[src/hdl/sm83_alu_with_flags_unit_assert.svh]
// ----------------------------------------------------------------------------
// SM83 ALU assertion macros
// Shared concurrent assertion forms for the SM83 execution unit.
// ----------------------------------------------------------------------------
`ifndef SM83_ALU_WITH_FLAGS_UNIT_ASSERT_SVH
`define SM83_ALU_WITH_FLAGS_UNIT_ASSERT_SVH

// The consequent must hold in the same cycle as the antecedent.
`define SM83_ASSERT_NOW(lbl, ck, rn, ante, cons, msg) \
  lbl: assert property (@(posedge ck) disable iff (!rn) (ante) |-> (cons)) \
    else $error(msg);

// The consequent must hold in the cycle after the antecedent.
`define SM83_ASSERT_NEXT(lbl, ck, rn, ante, cons, msg) \
  lbl: assert property (@(posedge ck) disable iff (!rn) (ante) |=> (cons)) \
    else $error(msg);

`endif

[src/hdl/sm83alu_pkg.sv]
// ----------------------------------------------------------------------------
// SM83 ALU package
// Operation codes, flag positions, constants and stage payload types.
// ----------------------------------------------------------------------------
package sm83alu_pkg;

  localparam int OP_W   = 5;
  localparam int WORD_W = 16;
  localparam int BYTE_W = 8;
  localparam int FLAG_W = 4;

  localparam logic [OP_W-1:0] OP_ADD   = 5'd0;
  localparam logic [OP_W-1:0] OP_ADC   = 5'd1;
  localparam logic [OP_W-1:0] OP_SUB   = 5'd2;
  localparam logic [OP_W-1:0] OP_SBC   = 5'd3;
  localparam logic [OP_W-1:0] OP_AND   = 5'd4;
  localparam logic [OP_W-1:0] OP_XOR   = 5'd5;
  localparam logic [OP_W-1:0] OP_OR    = 5'd6;
  localparam logic [OP_W-1:0] OP_CP    = 5'd7;
  localparam logic [OP_W-1:0] OP_INC8  = 5'd8;
  localparam logic [OP_W-1:0] OP_DEC8  = 5'd9;
  localparam logic [OP_W-1:0] OP_RLCA  = 5'd10;
  localparam logic [OP_W-1:0] OP_RLA   = 5'd11;
  localparam logic [OP_W-1:0] OP_RRCA  = 5'd12;
  localparam logic [OP_W-1:0] OP_RRA   = 5'd13;
  localparam logic [OP_W-1:0] OP_DAA   = 5'd14;
  localparam logic [OP_W-1:0] OP_SCF   = 5'd15;
  localparam logic [OP_W-1:0] OP_CPL   = 5'd16;
  localparam logic [OP_W-1:0] OP_CCF   = 5'd17;
  localparam logic [OP_W-1:0] OP_ADD16 = 5'd18;
  localparam logic [OP_W-1:0] OP_SPOFS = 5'd19;
  localparam logic [OP_W-1:0] OP_INC16 = 5'd20;
  localparam logic [OP_W-1:0] OP_DEC16 = 5'd21;

  // Flag bit positions.
  localparam int FLAG_Z = 3;
  localparam int FLAG_N = 2;
  localparam int FLAG_H = 1;
  localparam int FLAG_C = 0;

  localparam logic [7:0] DAA_CORR_LO = 8'h06;
  localparam logic [7:0] DAA_CORR_HI = 8'h60;
  localparam logic [7:0] DAA_HI_MAX  = 8'h99;
  localparam logic [3:0] DAA_LO_MAX  = 4'h9;

  // Stage 1 to stage 2: operands plus decoded carry-in and DAA correction.
  typedef struct packed {
    logic [OP_W-1:0]   op;
    logic [WORD_W-1:0] x;
    logic [WORD_W-1:0] y;
    logic [FLAG_W-1:0] f;
    logic              cin8;
    logic [BYTE_W-1:0] daa_corr;
    logic              daa_hi;
    logic [WORD_W-1:0] y_sext;
  } s1_t;

  // Stage 2 to stage 3: adder and subtractor outputs.
  typedef struct packed {
    logic [OP_W-1:0]   op;
    logic [WORD_W-1:0] x;
    logic [WORD_W-1:0] y;
    logic [FLAG_W-1:0] f;
    logic              daa_hi;
    logic [BYTE_W:0]   add9;
    logic              add_h;
    logic [BYTE_W:0]   sub9;
    logic              sub_h;
    logic [BYTE_W-1:0] daa8;
    logic [WORD_W:0]   add17;
    logic              h16;
    logic [WORD_W-1:0] sp16;
    logic              sp_h;
    logic              sp_c;
    logic [WORD_W-1:0] inc16;
    logic [WORD_W-1:0] dec16;
  } s2_t;

  typedef struct packed {
    logic [FLAG_W-1:0] flags;
    logic [WORD_W-1:0] result;
  } res_t;

endpackage

[src/hdl/sm83alu_dec.sv]
// ----------------------------------------------------------------------------
// SM83 ALU decode stage
// Registers the operands, decodes the carry-in and the DAA correction.
// ----------------------------------------------------------------------------
module sm83alu_dec (
  input  logic                                 clk,
  input  logic                                 rst_n,
  input  logic                                 in_valid,
  output logic                                 in_ready,
  input  logic [sm83alu_pkg::OP_W-1:0]         op,
  input  logic [sm83alu_pkg::WORD_W-1:0]       x,
  input  logic [sm83alu_pkg::WORD_W-1:0]       y,
  input  logic [sm83alu_pkg::FLAG_W-1:0]       f,
  output logic                                 out_valid,
  input  logic                                 out_ready,
  output sm83alu_pkg::s1_t                     out_data
);

  logic             valid_r, valid_nxt;
  sm83alu_pkg::s1_t data_r, data_nxt;
  logic             adj_lo, adj_hi;

  assign in_ready  = !valid_r || out_ready;
  assign out_valid = valid_r;
  assign out_data  = data_r;

  // Subtract mode suppresses the range checks on the digits.
  always_comb begin
    adj_lo = f[sm83alu_pkg::FLAG_H] ||
             (!f[sm83alu_pkg::FLAG_N] && (x[3:0] > sm83alu_pkg::DAA_LO_MAX));
    adj_hi = f[sm83alu_pkg::FLAG_C] ||
             (!f[sm83alu_pkg::FLAG_N] && (x[7:0] > sm83alu_pkg::DAA_HI_MAX));
    data_nxt.op       = op;
    data_nxt.x        = x;
    data_nxt.y        = y;
    data_nxt.f        = f;
    data_nxt.cin8     = (op inside {sm83alu_pkg::OP_ADC, sm83alu_pkg::OP_SBC}) &&
                        f[sm83alu_pkg::FLAG_C];
    data_nxt.daa_corr = (adj_lo ? sm83alu_pkg::DAA_CORR_LO : 8'h00) |
                        (adj_hi ? sm83alu_pkg::DAA_CORR_HI : 8'h00);
    data_nxt.daa_hi   = adj_hi;
    data_nxt.y_sext   = {{8{y[7]}}, y[7:0]};
  end

  always_comb begin
    valid_nxt = in_ready ? in_valid : valid_r;
  end

  always_ff @(posedge clk) begin
    if (!rst_n) begin
      valid_r <= 1'b0;
    end else begin
      valid_r <= valid_nxt;
    end
  end

  always_ff @(posedge clk) begin
    if (in_valid && in_ready) begin
      data_r <= data_nxt;
    end
  end

endmodule

[src/hdl/sm83alu_exe.sv]
// ----------------------------------------------------------------------------
// SM83 ALU arithmetic stage
// Runs the 8-bit and 16-bit adders, subtractor and DAA adjust.
// ----------------------------------------------------------------------------
module sm83alu_exe (
  input  logic             clk,
  input  logic             rst_n,
  input  logic             in_valid,
  output logic             in_ready,
  input  sm83alu_pkg::s1_t in_data,
  output logic             out_valid,
  input  logic             out_ready,
  output sm83alu_pkg::s2_t out_data
);

  logic             valid_r, valid_nxt;
  sm83alu_pkg::s2_t data_r, data_nxt;
  logic [7:0]       a, v;
  logic [4:0]       add5, sub5, sp5;
  logic [12:0]      add13;
  logic [8:0]       sp9;

  assign in_ready  = !valid_r || out_ready;
  assign out_valid = valid_r;
  assign out_data  = data_r;

  always_comb begin
    a     = in_data.x[7:0];
    v     = in_data.y[7:0];
    add5  = {1'b0, a[3:0]} + {1'b0, v[3:0]} + {4'd0, in_data.cin8};
    // A negative nibble difference shows up as bit 4, which is the borrow.
    sub5  = {1'b0, a[3:0]} - {1'b0, v[3:0]} - {4'd0, in_data.cin8};
    add13 = {1'b0, in_data.x[11:0]} + {1'b0, in_data.y[11:0]};
    sp5   = {1'b0, in_data.x[3:0]} + {1'b0, v[3:0]};
    sp9   = {1'b0, in_data.x[7:0]} + {1'b0, v};

    data_nxt.op     = in_data.op;
    data_nxt.x      = in_data.x;
    data_nxt.y      = in_data.y;
    data_nxt.f      = in_data.f;
    data_nxt.daa_hi = in_data.daa_hi;
    data_nxt.add9   = {1'b0, a} + {1'b0, v} + {8'd0, in_data.cin8};
    data_nxt.add_h  = add5[4];
    data_nxt.sub9   = {1'b0, a} - {1'b0, v} - {8'd0, in_data.cin8};
    data_nxt.sub_h  = sub5[4];
    data_nxt.daa8   = in_data.f[sm83alu_pkg::FLAG_N] ? (a - in_data.daa_corr)
                                                     : (a + in_data.daa_corr);
    data_nxt.add17  = {1'b0, in_data.x} + {1'b0, in_data.y};
    data_nxt.h16    = add13[12];
    data_nxt.sp16   = in_data.x + in_data.y_sext;
    data_nxt.sp_h   = sp5[4];
    data_nxt.sp_c   = sp9[8];
    data_nxt.inc16  = in_data.x + 16'd1;
    data_nxt.dec16  = in_data.x - 16'd1;
  end

  always_comb begin
    valid_nxt = in_ready ? in_valid : valid_r;
  end

  always_ff @(posedge clk) begin
    if (!rst_n) begin
      valid_r <= 1'b0;
    end else begin
      valid_r <= valid_nxt;
    end
  end

  always_ff @(posedge clk) begin
    if (in_valid && in_ready) begin
      data_r <= data_nxt;
    end
  end

endmodule

[src/hdl/sm83alu_wb.sv]
// ----------------------------------------------------------------------------
// SM83 ALU result stage
// Selects the result by operation, forms the flags and holds the output item.
// ----------------------------------------------------------------------------
module sm83alu_wb (
  input  logic              clk,
  input  logic              rst_n,
  input  logic              in_valid,
  output logic              in_ready,
  input  sm83alu_pkg::s2_t  in_data,
  output logic              out_valid,
  input  logic              out_ready,
  output sm83alu_pkg::res_t out_data
);

  logic              valid_r, valid_nxt;
  sm83alu_pkg::res_t data_r, data_nxt;
  logic [7:0]        a, v, r8;
  logic              fz, fn, fh, fc, cin;

  assign in_ready  = !valid_r || out_ready;
  assign out_valid = valid_r;
  assign out_data  = data_r;

  always_comb begin
    a   = in_data.x[7:0];
    v   = in_data.y[7:0];
    cin = in_data.f[sm83alu_pkg::FLAG_C];
    r8  = 8'h00;
    fz  = in_data.f[sm83alu_pkg::FLAG_Z];
    fn  = in_data.f[sm83alu_pkg::FLAG_N];
    fh  = in_data.f[sm83alu_pkg::FLAG_H];
    fc  = cin;
    data_nxt.result = in_data.x;
    case (in_data.op)
      sm83alu_pkg::OP_ADD, sm83alu_pkg::OP_ADC: begin
        r8 = in_data.add9[7:0];
        data_nxt.result = {8'h00, r8};
        fz = (r8 == 8'h00);
        fn = 1'b0;
        fh = in_data.add_h;
        fc = in_data.add9[8];
      end
      sm83alu_pkg::OP_SUB, sm83alu_pkg::OP_SBC, sm83alu_pkg::OP_CP: begin
        r8 = in_data.sub9[7:0];
        // Compare keeps the accumulator but flags the difference.
        data_nxt.result = (in_data.op == sm83alu_pkg::OP_CP) ? {8'h00, a} : {8'h00, r8};
        fz = (r8 == 8'h00);
        fn = 1'b1;
        fh = in_data.sub_h;
        fc = in_data.sub9[8];
      end
      sm83alu_pkg::OP_AND, sm83alu_pkg::OP_XOR, sm83alu_pkg::OP_OR: begin
        case (in_data.op)
          sm83alu_pkg::OP_AND: r8 = a & v;
          sm83alu_pkg::OP_XOR: r8 = a ^ v;
          default:             r8 = a | v;
        endcase
        data_nxt.result = {8'h00, r8};
        fz = (r8 == 8'h00);
        fn = 1'b0;
        fh = (in_data.op == sm83alu_pkg::OP_AND);
        fc = 1'b0;
      end
      sm83alu_pkg::OP_INC8: begin
        r8 = in_data.inc16[7:0];
        data_nxt.result = {8'h00, r8};
        fz = (r8 == 8'h00);
        fn = 1'b0;
        fh = (a[3:0] == 4'hF);
      end
      sm83alu_pkg::OP_DEC8: begin
        r8 = in_data.dec16[7:0];
        data_nxt.result = {8'h00, r8};
        fz = (r8 == 8'h00);
        fn = 1'b1;
        fh = (a[3:0] == 4'h0);
      end
      sm83alu_pkg::OP_RLCA, sm83alu_pkg::OP_RLA,
      sm83alu_pkg::OP_RRCA, sm83alu_pkg::OP_RRA: begin
        case (in_data.op)
          sm83alu_pkg::OP_RLCA: r8 = {a[6:0], a[7]};
          sm83alu_pkg::OP_RLA:  r8 = {a[6:0], cin};
          sm83alu_pkg::OP_RRCA: r8 = {a[0], a[7:1]};
          default:              r8 = {cin, a[7:1]};
        endcase
        data_nxt.result = {8'h00, r8};
        fz = 1'b0;
        fn = 1'b0;
        fh = 1'b0;
        fc = (in_data.op == sm83alu_pkg::OP_RLCA || in_data.op == sm83alu_pkg::OP_RLA) ?
             a[7] : a[0];
      end
      sm83alu_pkg::OP_DAA: begin
        r8 = in_data.daa8;
        data_nxt.result = {8'h00, r8};
        fz = (r8 == 8'h00);
        fh = 1'b0;
        fc = in_data.daa_hi || cin;
      end
      sm83alu_pkg::OP_SCF: begin
        data_nxt.result = {8'h00, a};
        fn = 1'b0;
        fh = 1'b0;
        fc = 1'b1;
      end
      sm83alu_pkg::OP_CPL: begin
        data_nxt.result = {8'h00, ~a};
        fn = 1'b1;
        fh = 1'b1;
      end
      sm83alu_pkg::OP_CCF: begin
        data_nxt.result = {8'h00, a};
        fn = 1'b0;
        fh = 1'b0;
        fc = !cin;
      end
      sm83alu_pkg::OP_ADD16: begin
        data_nxt.result = in_data.add17[15:0];
        fn = 1'b0;
        fh = in_data.h16;
        fc = in_data.add17[16];
      end
      sm83alu_pkg::OP_SPOFS: begin
        data_nxt.result = in_data.sp16;
        fz = 1'b0;
        fn = 1'b0;
        fh = in_data.sp_h;
        fc = in_data.sp_c;
      end
      sm83alu_pkg::OP_INC16: begin
        data_nxt.result = in_data.inc16;
      end
      sm83alu_pkg::OP_DEC16: begin
        data_nxt.result = in_data.dec16;
      end
      default: begin
        data_nxt.result = in_data.x;
      end
    endcase
    data_nxt.flags = {fz, fn, fh, fc};
  end

  always_comb begin
    valid_nxt = in_ready ? in_valid : valid_r;
  end

  always_ff @(posedge clk) begin
    if (!rst_n) begin
      valid_r <= 1'b0;
    end else begin
      valid_r <= valid_nxt;
    end
  end

  always_ff @(posedge clk) begin
    if (in_valid && in_ready) begin
      data_r <= data_nxt;
    end
  end

endmodule

[src/hdl/sm83_alu_with_flags_unit.sv]
// ----------------------------------------------------------------------------
// SM83 ALU with flags
// Three-stage pipelined execution unit: 8-bit ALU, rotates, DAA, flag ops,
// 16-bit adds and increments; all but INC16/DEC16 update the Z/N/H/C flags.
// ----------------------------------------------------------------------------
// Usage:
//   The input channel carries one operation per item: the operation code on
//   in_tuser, and the two 16-bit operands and the incoming flags on in_tdata.
//   The output channel returns one item per input item, in order: the 16-bit
//   result and the new flags on out_tdata.
//   An accepted item passes the decode, adder and result registers in turn
//   before out_tvalid rises. Throughput is one item per cycle; the three
//   register stages (decode, adders, result select) each hold one item, so a
//   new item enters every cycle while the output side keeps up.
//   Each stage advances whenever it is empty or the stage after it advances,
//   so a stall by the receiver fills the bubbles first and drops in_tready
//   only once all three stages hold items. No item is lost or repeated.
//   A synchronous reset (rst_n low) empties all stages; payload registers
//   are not cleared. The unit keeps no state between items.
// ----------------------------------------------------------------------------
`include "sm83_alu_with_flags_unit_assert.svh"

module sm83_alu_with_flags_unit (
  input  logic        clk,
  input  logic        rst_n,
  input  logic        in_tvalid,
  output logic        in_tready,
  // [35:32] flags_in, [31:16] second_operand, [15:0] first_operand,
  // [39:36] zero fill.
  input  logic [39:0] in_tdata,
  // [4:0] op.
  input  logic [4:0]  in_tuser,
  output logic        out_tvalid,
  input  logic        out_tready,
  // [19:16] flags_out, [15:0] result, [23:20] zero fill.
  output logic [23:0] out_tdata
);

  sm83alu_pkg::s1_t  s1_data;
  sm83alu_pkg::s2_t  s2_data;
  sm83alu_pkg::res_t res_data;
  logic              s1_valid, s1_ready;
  logic              s2_valid, s2_ready;

  // Stage 1: operand register, carry-in and DAA correction decode.
  sm83alu_dec u_dec (
    .clk       (clk),
    .rst_n     (rst_n),
    .in_valid  (in_tvalid),
    .in_ready  (in_tready),
    .op        (in_tuser),
    .x         (in_tdata[15:0]),
    .y         (in_tdata[31:16]),
    .f         (in_tdata[35:32]),
    .out_valid (s1_valid),
    .out_ready (s1_ready),
    .out_data  (s1_data)
  );

  // Stage 2: all adders and the subtractor run in parallel.
  sm83alu_exe u_exe (
    .clk       (clk),
    .rst_n     (rst_n),
    .in_valid  (s1_valid),
    .in_ready  (s1_ready),
    .in_data   (s1_data),
    .out_valid (s2_valid),
    .out_ready (s2_ready),
    .out_data  (s2_data)
  );

  // Stage 3: result selection and flag forming; its register is the output.
  sm83alu_wb u_wb (
    .clk       (clk),
    .rst_n     (rst_n),
    .in_valid  (s2_valid),
    .in_ready  (s2_ready),
    .in_data   (s2_data),
    .out_valid (out_tvalid),
    .out_ready (out_tready),
    .out_data  (res_data)
  );

  assign out_tdata = {4'h0, res_data.flags, res_data.result};

  // An accepted item is always captured by the first stage.
  `SM83_ASSERT_NEXT(a_accept_lands, clk, rst_n, in_tvalid && in_tready, s1_valid,
                    "accepted item missing from stage 1")
  // Back pressure reaches the input only when every stage is full and blocked.
  `SM83_ASSERT_NOW(a_stall_only_full, clk, rst_n, !in_tready,
                   s1_valid && s2_valid && out_tvalid && !out_tready,
                   "input stalled while the pipeline has room")
  // A blocked middle stage keeps its item.
  `SM83_ASSERT_NEXT(a_s2_hold, clk, rst_n, s2_valid && !s2_ready, s2_valid,
                    "stage 2 item dropped while blocked")
  // With nothing behind it, a taken output item leaves the output empty.
  `SM83_ASSERT_NEXT(a_out_drain, clk, rst_n, out_tvalid && out_tready && !s2_valid,
                    !out_tvalid, "output item repeated")

endmodule
[config.mk]
export PLATFORM = sky130hd
export DESIGN_NAME = sm83_alu_with_flags_unit
export DESIGN_NICKNAME = d
export VERILOG_FILES = /design/src/hdl/sm83alu_pkg.sv /design/src/hdl/sm83alu_dec.sv /design/src/hdl/sm83alu_exe.sv /design/src/hdl/sm83alu_wb.sv /design/src/hdl/sm83_alu_with_flags_unit.sv
export VERILOG_INCLUDE_DIRS = /design/src /design/src/hdl
export SDC_FILE = /design/constraint.sdc
export NUM_CORES = 1
export LEC_CHECK = 0
export BUFFER_PORTS_ARGS = -buffer_cell sky130_fd_sc_hd__buf_2
export CAP_MARGIN = 40
export CORE_MARGIN = 2
export CORE_UTILIZATION = 39
export DETAILED_ROUTE_END_ITERATION = 8
export PLACE_DENSITY_LB_ADDON = 0.25
export SLEW_MARGIN = 30
export SYNTH_ARGS = -nofsm -noshare
export SYNTH_HDL_FRONTEND = slang
export SYNTH_HIERARCHICAL = 1
export SYNTH_SLANG_ARGS = --single-unit
[constraint.sdc]
create_clock -name clk -period 4.75 [get_ports clk]
set_input_delay 0.475 -clock clk [delete_from_list [all_inputs] [get_ports clk]]
set_output_delay 0.475 -clock clk [all_outputs]
set_load 0.02 [all_outputs]
== Word-level counts from Yosys, hierarchy flattened ==
Index checks and enable logic that the tools add are counted.
Word-level totals
  register bits after elaboration: 212
  output and inout bits: 26
  logic and storage cells: 125
Cells by class
  add/sub/neg operators: 15
  order comparisons: 2
  eq/ne operators: 24
  multiplexer cells: 13
  bitwise logic cells: 5
  reductions and logical operators: 36
Operator list (count)
  case mux 16 bit (13 select lines): 1
  zero test 8 bit: 6
  == test 5 x 4 -> 1 bit (second input constant): 8
  == test 5 bit (second input constant): 6
  2-to-1 mux 8 bit: 3
  case mux 8 bit (3 select lines): 1
  == test 5 x 3 -> 1 bit (second input constant): 4
  case mux 1 bit (9 select lines): 2
  adder 16 x 16 -> 17 bit: 1
  adder 16 x 1 -> 16 bit (second input constant): 1
  adder 16 bit: 1
  bitwise OR 8 bit: 2
  case mux 8 bit (2 select lines): 1
  subtractor 16 x 1 -> 16 bit (second input constant): 1
  == test 5 x 2 -> 1 bit (second input constant): 3
  OR reduction 14 bit: 1
  adder 12 x 12 -> 13 bit: 1
  == test 5 x 1 -> 1 bit (second input constant): 2
  OR reduction 5 bit: 2
  adder 8 x 8 -> 9 bit: 1
  adder 9 x 1 -> 9 bit: 1
  subtractor 8 x 8 -> 9 bit: 1
  subtractor 9 x 1 -> 9 bit: 1
  adder 8 bit: 1
  other kinds (26): 43

== Depth between registers and ports, before layout ==
  depth after elaboration: 5
  depth in mapped cells: 12
  gate-level depth less buffers: 11

== Modules after synthesis ==
Netlist, hierarchy kept.
By module, submodules not included
  sm83alu_exe: instances 1, cells each 568, area an instance 7241.9 sq um, sequential area each 4134.0 sq um
  sm83alu_wb: instances 1, cells each 329, area an instance 2636.3 sq um, sequential area each 620.6 sq um
  sm83alu_dec: instances 1, cells each 82, area an instance 1619.1 sq um, sequential area each 1341.3 sq um
  sm83_alu_with_flags_unit: instances 1, cells each 5, area an instance 33.8 sq um, sequential area each 0.0 sq um

== Worst setup path before layout ==
No wires, ideal clock.
  path kind: input port to flip-flop
  start point: input port out_tready
  end point: register u_exe.data_r (netlist bit u_exe/out_data[0]), enable pin
  setup time: 0.512 ns
  data arrival time: 3.859 ns
  required time: 4.238 ns
  setup slack: 0.379 ns
  stages: 3
  cells stage by stage: nand2b_1 > nand2b_1 > and2_1
On the way
  longest elaborated chain between the ends: 3
RTL lines
  from (decl): line sm83_alu_with_flags_unit.sv:34  | input logic out_tready,
  logical OR 1 bit: line sm83alu_wb.sv:21  | assign in_ready = !valid_r || out_ready;
  logical OR 1 bit: line sm83alu_exe.sv:23  | assign in_ready = !valid_r || out_ready;
  net s1_ready: line sm83_alu_with_flags_unit.sv:42  | logic s1_valid, s1_ready;
  logical AND 1 bit: line sm83alu_exe.sv:70  | if (in_valid && in_ready) begin
  to (signal assigned): line sm83alu_exe.sv:71  | data_r <= data_nxt;
  to (decl): line sm83alu_exe.sv:17  | sm83alu_pkg::s2_t data_r, data_nxt;
The timed path passes the listed nets, and every way through them passes these cells.
A chain may end at the register's enable or synchronous reset.

==> reports/summary.txt <==
Status = finished clean
CTS H-tree depth = 4
Clock buffer depth = 2
Clock Sinks = 196
Reg2Reg Depth = 8
Reg2Reg Setup Slack = 1.55 ns
Max_slew headroom = 45.6%
Mapped Cells = 976
Post_cts resized = 0
Worst-Skew Late Latency = 0.45 ns
Post-route setup TNS = 0 ns
Post-layout min period = 3.20 ns
RSZ-0062 raised after global routing = false
Largest net degree at the start of global routing = 52
Worst path buffer plus inverter count = 1
Top Ports = 75
DR vias/cell = 5.43
Drt first pass iters = 8
Yosys warning count = 6
Leakage = 4.74 nW
Die Y = 174 um
DR iter-0 viols = 822
Root buffer cell = clkbuf_16
WP depth = 8
Power per cell area = 336 nW/um^2
First-pass GRT wire length = 42,400 um
Final worst slack = 1.55 ns
WL per Instance = 19.4 um
Worst endpoint required time = 4.95 ns
Hold_buf cts = 0
TritonCTS Buffers = 17
Via total after detailed routing = 7,702
Setup Skew = 0.0129 ns
Crit path arrival time = 3.40 ns
CP delay by family, top = compound AO/OA/AOI/OAI gates
Total global routing overflow = 0
Initial antenna violation count = 0
Slew Limit Fails = 0
Final period utilization = 67.4%
Measured slew at the worst slew-check pin = 0.816 ns
Post-place setup slack = 1.57 ns
Postcts setup bufs = 0
Syn Std Cell Area = 11,300 um^2
Die area = 30,300 um^2
Worst-path cell chain = inv_1 -> ha_1 -> nand2b_1 -> a21oi_1 -> nor3_1 -> o221ai_1 -> a221o_1 -> a21o_1
Critical path type = reg2reg
Detailed Place HPWL = 21,000 um
Max stage delay cell, worst path = edfxtp_1
# diodes = 0
Area of the core = 28,600 um^2
CP startpoint kind = register
Max_cap viols = 0
Vias in the first global route = 7,459
Fmax = 312 MHz
Setup crit end kind = register
Area growth from synthesis to layout = 10.6%
Nets = 1,145
Global placement routability congestion = 0.918
Port bufs = 66
# rows = 62
Reg clk slew, reported paths = 0.08 ns
Post-DRT Antenna Nets = 0
CTS tree = yes
Worst hold stages = 1
Layout cells sized above 1 = 13.6%
Syn Area/Cell = 11.6 um^2
Initial Utilization = 39.4%
Final Setup Violations = 0
DRC viols = 0
Chip width = 174 um
VDD IR max = 255 uV
Crit Path Max Fanout = 9
Critical Path Max Stage Delay = 0.62 ns
Global-route usage over all layers = 18.5%
Worst Hold Class = in2reg
Drt total wl = 27,500 um
Fin. Hold Viols = 0
-- path summary, 6_finish.rpt --
| kind | start | to |
|---|---|---|
| worst max-delay path | u_dec/out_data[50]$_DFFE_PP_ | u_exe/out_data[67]$_DFFE_PP_ |
| worst min-delay path | in_tdata[23] | u_dec/out_data[37]$_DFFE_PP_ |
| worst max register to register | u_dec/out_data[50]$_DFFE_PP_ | u_exe/out_data[67]$_DFFE_PP_ |
| worst min register to register | u_dec/out_data[26]$_DFFE_PP_ | u_exe/out_data[97]$_DFFE_PP_ |
-- layout make-up --
cell class                      count  area (um^2)
Timing Repair Buffer               83          483
Multi-Input combinational cell    659         4840
Clock inverter                     15          160
Tap cell                          384          480
Sequential cell                   196         5860
Inverter                           64          240
Fill cell                        2656        16100
Clock buffer                       17          425
-- placed cells by master, fill, tap and decap left out, types with 14 or more instances in the layout --
cell	n
xnor2_1	53
mux2i_1	19
ha_1	70
xor2_1	28
a22oi_1	24
nor4_1	18
buf_2	66
clkbuf_16	17
edfxtp_1	193
inv_1	64
a21oi_1	43
nor3_1	20
nand2_1	66
nand3_1	28
nor2_1	56
nand2b_1	14
o21ai_0	23
-- per-layer routing --
metal | up-vias | global-route usage [%] | share of wire (%)
li1 | 3703 | - | -
met1 | 3696 | 25.9 | 46
met2 | 270 | 29.1 | 46
met3 | 33 | 3.39 | 6.5
met4 | 0 | 6.13 | 1.7
met5 | - | 0 | 0
-- through the flow --
stage	hold WS (ns)	cells	total power [mW]	util, %	instance area [um^2]
after global placement	0.404	1381	2.76	41.4	11800
after floorplan	0.400	982	2.61	-	11300
final	0.194	1418	4.20	43.6	12500
after CTS	0.168	1416	4.24	43.6	12500
after global routing	0.176	1418	4.37	43.6	12500
after detailed placement	0.405	1384	2.78	41.5	11900
-- state kept, by name, summed over array words and instances (netlist names) --
register / cells
u_wb/out_valid: 1
u_wb/out_data: 20
u_exe/out_data: 129
u_dec/out_data: 44
u_exe/out_valid: 1
u_dec/out_valid: 1
-- worst register-to-register path, cell delays in order (launching register included) --
cell and delay, ns:
edfxtp_1 0.62, inv_1 0.21, ha_1 0.44, nand2b_1 0.22, a21oi_1 0.12, nor3_1 0.36
o221ai_1 0.34, a221o_1 0.44, a21o_1 0.19
-- where the power goes --
| part | switching (mW) | internal, mW |
|---|---|---|
| Clock | 0.708 | 0.748 |
| Combinational | 0.344 | 0.251 |
| Sequential | 0.0978 | 2.05 |
(Power assumes the default switching activity.)
